File: src/sv/bba_pkg.sv
// shared constants and command/status types of the buddy block allocator
// no dependencies; used by bba_ctrl, bba_datapath and the top level
`default_nettype none

package bba_pkg;

  localparam int unsigned MaxOrderDef = 10;
  localparam int unsigned ReqW        = 31;
  localparam int unsigned OffW        = 30;
  localparam int unsigned TotW        = 31;
  localparam int unsigned MbW         = 5;
  localparam int unsigned AoW         = 4;
  localparam int unsigned MbLimit     = 20;
  localparam int unsigned AddrBits    = 30;
  localparam int unsigned InDataW     = 64;
  localparam int unsigned OutDataW    = 96;

  localparam logic [MbW-1:0] MbReset = 5'd12;
  localparam logic [AoW-1:0] AoReset = 4'd10;

  typedef enum logic {
    CMD_ALLOC = 1'b0,
    CMD_FREE  = 1'b1
  } bba_op_e;

  typedef enum logic {
    REG_MIN_BLOCK_LOG2 = 1'b0,
    REG_ARENA_ORDER    = 1'b1
  } bba_reg_e;

  // controller -> datapath
  typedef struct packed {
    logic accept;
    logic cfg_we;
    logic init;
    logic t_inc;
    logic ord_done;
    logic set_fail;
    logic o_inc;
    logic o_dec;
    logic pop;
    logic take_unit;
    logic spush;
    logic alloc_done;
    logic idx_clr;
    logic idx_inc;
    logic scan_rd;
    logic sh_rd;
    logic sh_wr;
    logic merge;
    logic push;
    logic finish;
  } bba_cmd_t;

  // datapath -> controller
  typedef struct packed {
    logic is_free;
    logic req_ok;
    logic grow;
    logic o_gt_ao;
    logic cnt_zero;
    logic o_gt_t;
    logic o_lt_ao;
    logic idx_lt_n;
    logic hit;
    logic sh_more;
    logic out_busy;
  } bba_sts_t;

endpackage

`default_nettype wire

File: src/sv/bba_ctrl.sv
// sequencing state machine of the buddy block allocator
// depends on bba_pkg for the command and status structs
`default_nettype none

module bba_ctrl (
  input  wire logic            clk_i,
  input  wire logic            rst_ni,
  input  wire logic            s_valid_i,
  input  wire logic            cfg_valid_i,
  input  wire bba_pkg::bba_sts_t sts_i,
  output bba_pkg::bba_cmd_t    cmd_o,
  output logic                 s_ready_o,
  output logic                 cfg_ready_o
);

  typedef enum logic [13:0] {
    ST_INIT     = 14'b00000000000001,
    ST_IDLE     = 14'b00000000000010,
    ST_ORD      = 14'b00000000000100,
    ST_SRCH     = 14'b00000000001000,
    ST_POPW     = 14'b00000000010000,
    ST_SPLIT    = 14'b00000000100000,
    ST_SPUSH    = 14'b00000001000000,
    ST_MLOOP    = 14'b00000010000000,
    ST_SCAN_RD  = 14'b00000100000000,
    ST_SCAN_CMP = 14'b00001000000000,
    ST_SH_RD    = 14'b00010000000000,
    ST_SH_WR    = 14'b00100000000000,
    ST_PUSH     = 14'b01000000000000,
    ST_FIN      = 14'b10000000000000
  } state_e;

  state_e state_q, state_d;

  assign cfg_ready_o = (state_q == ST_IDLE);
  assign s_ready_o   = (state_q == ST_IDLE) && !cfg_valid_i;

  always_comb begin
    state_d = state_q;
    cmd_o   = '0;
    case (state_q)
      ST_INIT: begin
        cmd_o.init = 1'b1;
        state_d    = ST_IDLE;
      end
      ST_IDLE: begin
        if (cfg_valid_i) begin
          cmd_o.cfg_we = 1'b1;
          state_d      = ST_INIT;
        end else if (s_valid_i) begin
          cmd_o.accept = 1'b1;
          state_d      = ST_ORD;
        end
      end
      ST_ORD: begin
        if (!sts_i.req_ok) begin
          cmd_o.set_fail = 1'b1;
          state_d        = ST_FIN;
        end else if (sts_i.grow) begin
          cmd_o.t_inc = 1'b1;
        end else begin
          cmd_o.ord_done = 1'b1;
          state_d        = sts_i.is_free ? ST_MLOOP : ST_SRCH;
        end
      end
      ST_SRCH: begin
        if (sts_i.o_gt_ao) begin
          cmd_o.set_fail = 1'b1;
          state_d        = ST_FIN;
        end else if (sts_i.cnt_zero) begin
          cmd_o.o_inc = 1'b1;
        end else begin
          cmd_o.pop = 1'b1;
          state_d   = ST_POPW;
        end
      end
      ST_POPW: begin
        cmd_o.take_unit = 1'b1;
        state_d         = ST_SPLIT;
      end
      ST_SPLIT: begin
        if (sts_i.o_gt_t) begin
          cmd_o.o_dec = 1'b1;
          state_d     = ST_SPUSH;
        end else begin
          cmd_o.alloc_done = 1'b1;
          state_d          = ST_FIN;
        end
      end
      ST_SPUSH: begin
        cmd_o.spush = 1'b1;
        state_d     = ST_SPLIT;
      end
      ST_MLOOP: begin
        if (sts_i.o_lt_ao) begin
          cmd_o.idx_clr = 1'b1;
          state_d       = ST_SCAN_RD;
        end else begin
          state_d = ST_PUSH;
        end
      end
      ST_SCAN_RD: begin
        if (sts_i.idx_lt_n) begin
          cmd_o.scan_rd = 1'b1;
          state_d       = ST_SCAN_CMP;
        end else begin
          state_d = ST_PUSH;
        end
      end
      ST_SCAN_CMP: begin
        if (sts_i.hit) begin
          state_d = ST_SH_RD;
        end else begin
          cmd_o.idx_inc = 1'b1;
          state_d       = ST_SCAN_RD;
        end
      end
      ST_SH_RD: begin
        if (sts_i.sh_more) begin
          cmd_o.sh_rd = 1'b1;
          state_d     = ST_SH_WR;
        end else begin
          cmd_o.merge = 1'b1;
          state_d     = ST_MLOOP;
        end
      end
      ST_SH_WR: begin
        cmd_o.sh_wr = 1'b1;
        state_d     = ST_SH_RD;
      end
      ST_PUSH: begin
        cmd_o.push = 1'b1;
        state_d    = ST_FIN;
      end
      ST_FIN: begin
        if (!sts_i.out_busy) begin
          cmd_o.finish = 1'b1;
          state_d      = ST_IDLE;
        end
      end
      default: begin
        state_d = ST_INIT;
      end
    endcase
  end

  always_ff @(posedge clk_i or negedge rst_ni) begin
    if (!rst_ni) begin
      state_q <= ST_INIT;
    end else begin
      state_q <= state_d;
    end
  end

  // a finished item leaves once the output register is free
  a_fin_leaves: assert property (@(posedge clk_i) disable iff (!rst_ni)
    state_q == ST_FIN && !sts_i.out_busy |=> state_q == ST_IDLE)
    else $error("result not handed to output register");

  // an accepted item goes on to the order step
  a_accept_idle: assert property (@(posedge clk_i) disable iff (!rst_ni)
    s_valid_i && s_ready_o |=> state_q == ST_ORD)
    else $error("accepted item did not start");

  a_state_onehot: assert property (@(posedge clk_i) disable iff (!rst_ni)
    $onehot(state_q))
    else $error("state register not one-hot");

endmodule

`default_nettype wire

File: config.mk
export PLATFORM = sky130hd
export DESIGN_NAME = bba_ctrl
export DESIGN_NICKNAME = d
export VERILOG_FILES = /design/src/sv/bba_pkg.sv /design/src/sv/bba_ctrl.sv
export SDC_FILE = /design/constraint.sdc
export NUM_CORES = 1
export LEC_CHECK = 0
export ABC_CLOCK_PERIOD_IN_PS = 3410
export BUFFER_PORTS_ARGS = -buffer_cell sky130_fd_sc_hd__buf_2
export CAP_MARGIN = 30
export CORE_ASPECT_RATIO = 1.4
export CORE_MARGIN = 2
export CORE_UTILIZATION = 53
export CTS_CLUSTER_DIAMETER = 30
export CTS_CLUSTER_SIZE = 25
export DETAILED_ROUTE_END_ITERATION = 16
export PLACE_DENSITY = 0.84
export SLEW_MARGIN = 40
export SYNTH_ARGS = -nofsm -noshare
export SYNTH_HDL_FRONTEND = slang
export SYNTH_SLANG_ARGS = --single-unit
File: constraint.sdc
create_clock -name clk_i -period 3.41 [get_ports clk_i]
set_input_delay 0.8525 -clock clk_i [delete_from_list [all_inputs] [get_ports clk_i]]
set_output_delay 0.8525 -clock clk_i [all_outputs]
set_load 0.005 [all_outputs]
==> summary.md, run 1 <==
| Metric | Value |
|---|---|
| Status | finished clean |
| Row cnt | 19 |
| Core Box Area | ~0.002 mm^2 |
| Synth warn | 0 |
| Top reg by flops | state_q |
| Die Y | approximately 57 um |
| Layout cells sized above 1 | roughly 38% |
| CP arrival | roughly 2200 ps |
| Post-DR wirelength/cell | about 15 um |
| Top-area cell type share of the netlist area | 30.1% |
| Initial antenna violation count | 0 |
| H-tree depth | 1 |
| Final Critical Period | around 3000 ps |
| Total Routing Usage GR | between 20% and 30% |
| Crit. Startpoint | state_q[1] |
| Slew HR | slightly below 70% |
| WP data required | 2560 ps |
| Worst-path clk slew | around 100 ps |
| Post-DP HPWL | approximately 2100 um |
| Final setup skew | 8.10 ps |
| Worst path slowest cell | dfrtp_1 |
| Period utilisation layout | approximately nine tenths |
| Num Clock Sinks | 14 |
| First-pass GRT wire length | roughly 4500 um |
| Min-Delay Path Class | primary input to async pin |
| Fin. max-slew vios | 0 |
| Crit path kind | register to primary output |
| Clk_lat worst skew | about 300 ps |
| Worst slew pin tran | 476 ps |
| R2r startpoint | state_q[4] |
| Worst ir drop on vdd | roughly 270 uV |
| CTS Root Cell | clkbuf_4 |
| CTS tree | done |
| Critical path launch point type | register |
| Iteration-0 DRC count of the detailed router | 34 |
| Die area | around 0.0024 mm^2 |
| Post-synth top cells | nor2_1, dfrtp_1, nor3_1 |
| Share of flip-flops with an asynchronous set or reset | 100% |
| Pin count of the biggest net entering global routing | 15 |
| Synth cell types | between 40 and 50 |
| PostCTS Resize Cnt | 0 |
| Ant. Diodes | 0 |
| DRT Pass-1 Iters | 6 |
| Setup Fix Bufs, Post-CTS | 0 |
| Avg Cell Area, Syn | 8.78 um^2 |
| Yosys reg bits | 14 |
| Post-synth EDFFs | 0 |
| Top Registers | state_q (14) |
| Post-synthesis cell type with the largest combined area | dfrtp_1 |
| CP cell instances | nor4_4 > and2b_1 > nand3_1 > or3b_1 > nor2_1 > buf_2 |
| CP Capture Point | cmd_o[5] |
| Max-Cap Viols | 0 |
| Top FF cell, synth | dfrtp_1 |
| Fmax | 330 MHz |
| Die width | about 42 um |
| Leakage | 0.686 nW |
| # hold bufs at CTS | 0 |
| Seq/Total Area, Yosys | approximately 33% |
| Clock buffer depth | 2 |
| Synth top area cells | dfrtp_1, nor3_1, nor2_1 |
| Antenna viol nets, final | 0 |
| Via Count | roughly 1,100 |
| WL final | 2750 um |
| Setup violations, final | 0 |
| Crit path max fanout | 7 |
| GPL Wtd Cong | about 0.95 |
| CTS buffer count | 3 |
| Fin. Hold Viols | 0 |
| Synth Instances | 123 |
| Netlist Area Pre-Place | between 0.001 and 0.0015 mm^2 |
| Port buffer count | 36 |
| DRC viols | 0 |
| Ports | 37 |
| Setup crit end kind | primary output |
| Max reg flops | 14 |
| R2R setup slack | 1430 ps |
| Area Growth Syn to Fin | 18.8% |
| Nets | 175 |
| Top-count cell post-synth | nor2_1 |
| PD cells | approximately 420 mW/mm^2 |
| Setup TNS | 0 ps |
| Initial Utilization | 55.4% |
| Via-to-Cell Ratio | between 6 and 7 |
| Reg-to-reg critical path endpoint | state_q[7] |
| RSZ-0062 raised after global routing | no |
| FF-to-FF path depth | 5 |
| GRT overflow | 0 |
| Vias in the first global route | approximately 1,000 |
| Setup WS pre-CTS | slightly above 700 ps |
| CP peak stage delay | 470 ps |
| Synth Net Count | about 140 |
| Final worst slack | 381 ps |
## power breakdown
| part | total (W) | internal, W | switching (W) |
|---|---|---|---|
| Sequential | 0.000216 | 0.000185 | 0.0000312 |
| Combinational | 0.000199 | 0.0000878 | 0.000111 |
| Clock | 0.000127 | 0.0000651 | 0.0000614 |
## cell usage in the layout, fill, tap and decap left out, drive strengths merged, types with 2 or more instances in the layout
cell / synthesis / layout
nand4: 2 / 2
a21o: 2 / 2
and3: 3 / 3
nor4: 4 / 4
dfrtp: 13 / 13
nor3: 14 / 14
buf: 3 / 36
nand3b: 2 / 2
nor2b: 4 / 4
clkbuf: 1 / 4
xor2: 3 / 3
o21ai: 3 / 3
xnor2: 2 / 2
inv: 9 / 9
nand2: 10 / 10
or3: 4 / 4
and2: 2 / 2
nor2: 16 / 16
o32ai: 2 / 2
nand3: 5 / 5
nor4b: 2 / 2
## routing by layer
metal  track usage, %  vias to the layer above  wire length (um)
met5                0                        -                 0
met4             18.3                        0               152
met3             6.33                       14               191
met2             40.0                       65              1370
met1             28.7                      509              1040
li1                 -                      514                 -
## logic make-up after synthesis
family                    Yosys count  share of synthesized area, %
AOI/OAI and AO/OA                  14                          10.1
and+or+nand+nor                    76                          45.4
DFF                                14                          32.6
muxes                               1                          1.04
buffers and inverters              13                          6.84
xor gates and xnor gates            5                          4.06
## per-stage QoR
stage / utilization, % / cell area, um^2 / hold slack (ps) / total power (W) / cells
after floorplan: - / 1080 / 503 / 0.000357 / 123
after global placement: 63.9 / 1250 / 537 / 0.000408 / 176
after detailed placement: 63.9 / 1250 / 560 / 0.000415 / 176
after CTS: 65.8 / 1280 / 456 / 0.000539 / 180
after global routing: 65.8 / 1280 / 460 / 0.000575 / 180
final: 65.8 / 1280 / 434 / 0.000542 / 180
## final cells by class
| class | instances | area (um^2) |
|---|---|---|
| well taps | 21 | 26.3 |
| clock buffers | 4 | 36.3 |
| flip-flops and latches | 14 | 352 |
| repair buffers | 36 | 180 |
| fillers | 170 | 667 |
| inverters | 9 | 33.8 |
| multi-input cells | 96 | 654 |
## worst min-delay path by stage
stage | startpoint | end | slack [ps] | cells after the start
2_1_floorplan | state_q[5] | state_q[5] | 500 | 1
3_3_place_gp | state_q[5] | state_q[5] | 540 | 1
3_5_place_dp | state_q[5] | state_q[5] | 560 | 1
4_1_cts | rst_ni | state_q[1] | 460 | 1
5_1_grt | rst_ni | state_q[1] | 460 | 1
6_report | rst_ni | state_q[11] | 430 | 1
## critical path: cells and delay by family, from the launching register on
kind | cells | cell delay (ps)
DFF | 1 | 470
and+or+nand+nor | 5 | 1300
buffers and inverters | 1 | 110
Note: power is estimated with default switching activity, not from simulation.
==> run 2, diff against run 1 <==
Settings changed: ABC_CLOCK_PERIOD_IN_PS 3410 to 3500, CORE_MARGIN 2 to not set.
Clock period 3.41 ns to 3.5 ns, I/O delays scaled along.
==> summary.md, run 2 (same netlist as run 1, synthesis figures left out) <==
| Metric | Value |
|---|---|
| Top reg by flops | state_q |
| CTS buffer count | 3 |
| Final Critical Period | roughly 3000 ps |
| Leakage | 0.686 nW |
| Setup crit end kind | primary output |
| R2r startpoint | state_q[4] |
| Worst-path clk slew | roughly 90 ps |
| PostCTS Resize Cnt | 0 |
| Pin count of the biggest net entering global routing | 15 |
| PD cells | between 400 and 500 mW/mm^2 |
| Crit. Startpoint | state_q[1] |
| Max reg flops | 14 |
| DRC viols | 0 |
| Final setup skew | between 4 and 5 ps |
| Nets | 175 |
| GRT overflow | 0 |
| Num Clock Sinks | 14 |
| Setup Fix Bufs, Post-CTS | 0 |
| # hold bufs at CTS | 0 |
| Fin. max-slew vios | 0 |
| Slew HR | ~70% |
| Setup TNS | 0 ps |
| Vias in the first global route | between 900 and 1,000 |
| WP data required | ~2600 ps |
| Top Registers | state_q (14) |
| Row cnt | 19 |
| First-pass GRT wire length | around 4000 um |
| Die width | around 40 um |
| Core Box Area | 0.00195 mm^2 |
| Initial antenna violation count | 0 |
| Ant. Diodes | 0 |
| Critical path launch point type | register |
| Via-to-Cell Ratio | 5.82 |
| Via Count | between 1,000 and 1,500 |
| Worst slew pin tran | 441 ps |
| Die Y | between 50 and 60 um |
| Max-Cap Viols | 0 |
| Post-DR wirelength/cell | about 14 um |
| GPL Wtd Cong | a little under 0.9 |
| Crit path max fanout | 7 |
| CTS Root Cell | clkbuf_4 |
| Clk_lat worst skew | about 290 ps |
| Status | finished clean |
| Antenna viol nets, final | 0 |
| Period utilisation layout | 87.5% |
| Commonest cells after routing, fill and taps aside | buf_2, nor2_1, nor3_1, dfrtp_1, inv_1 |
| Crit path kind | register to primary output |
| Worst ir drop on vdd | about 370 uV |
| Commonest non-fill, non-tap cell in the layout | buf_2 |
| Clock buffer depth | 2 |
| Layout cells sized above 1 | roughly 38% |
| Fmax | roughly 330 MHz |
| Area Growth Syn to Fin | 18.8% |
| Ports | 37 |
| Min-Delay Path Class | primary input to async pin |
| RSZ-0062 raised after global routing | no |
| H-tree depth | 1 |
| Setup violations, final | 0 |
| Inst Count DP | about 180 |
| Iteration-0 DRC count of the detailed router | 25 |
| Final cell count without fillers | 180 |
| Total Routing Usage GR | 25.5% |
| CP arrival | between 2000 and 2500 ps |
| Die area | 0.00222 mm^2 |
| Post-DP HPWL | roughly 2000 um |
| Initial Utilization | between 50% and 60% |
| CTS tree | done |
| DRT Pass-1 Iters | 4 |
| Fin. Hold Viols | 0 |
| WL final | roughly 2500 um |
| Port buffer count | 36 |
-- run 2: cell counts in the layout (fill, tap and decap cells not counted) --
Identical to the previous run, type by type.
-- run 2: metrics by stage --
step                total power (W)  worst slack, ps  hold slack (ps)  util [%]  cell area (um^2)
floorplan                  0.000348             1010              503         -              1080
finish                     0.000525              438              467      65.8              1280
CTS                        0.000526              439              478      65.8              1280
global placement           0.000398              812              538      63.9              1250
global route               0.000564              303              490      65.8              1280
detailed placement         0.000406              773              562      63.9              1250
-- run 2: per-layer routing --
metal	GRT usage [%]	vias to the layer above	wire length, um
met5	0	-	0
met4	10.8	0	46
met3	4.02	5	117
met2	39.6	36	1250
met1	33.4	496	1070
li1	-	511	-
-- run 2: critical path, stage by stage (launching register included) --
cell     delay, ps
dfrtp_1        470
nor4_4         380
and2b_1        240
nand3_1        150
or3b_1         440
nor2_1         100
buf_2          110
-- run 2: worst paths after layout --
check | end | depth (start not counted) | slack (ps)
max | cmd_o[5] | 6 | 440
min | state_q[11] | 1 | 470
max reg2reg | state_q[7] | 5 | 1540
min reg2reg | state_q[5] | 1 | 570
max in group asynchronous | state_q[0] | 1 | 2730
min in group clk_i | state_q[5] | 1 | 570
-- run 2: power breakdown --
| group | switching (W) | internal [W] |
|---|---|---|
| Sequential | 0.0000287 | 0.000180 |
| Clock | 0.0000582 | 0.0000635 |
| Combinational | 0.000109 | 0.0000855 |
-- run 2: layout make-up --
cell class / count / area [um^2]
repair buffers: 36 / 180
inverters: 9 / 33.8
clock buffers: 4 / 36.3
fillers: 170 / 667
well taps: 21 / 26.3
flip-flops and latches: 14 / 352
multi-input cells: 96 / 654
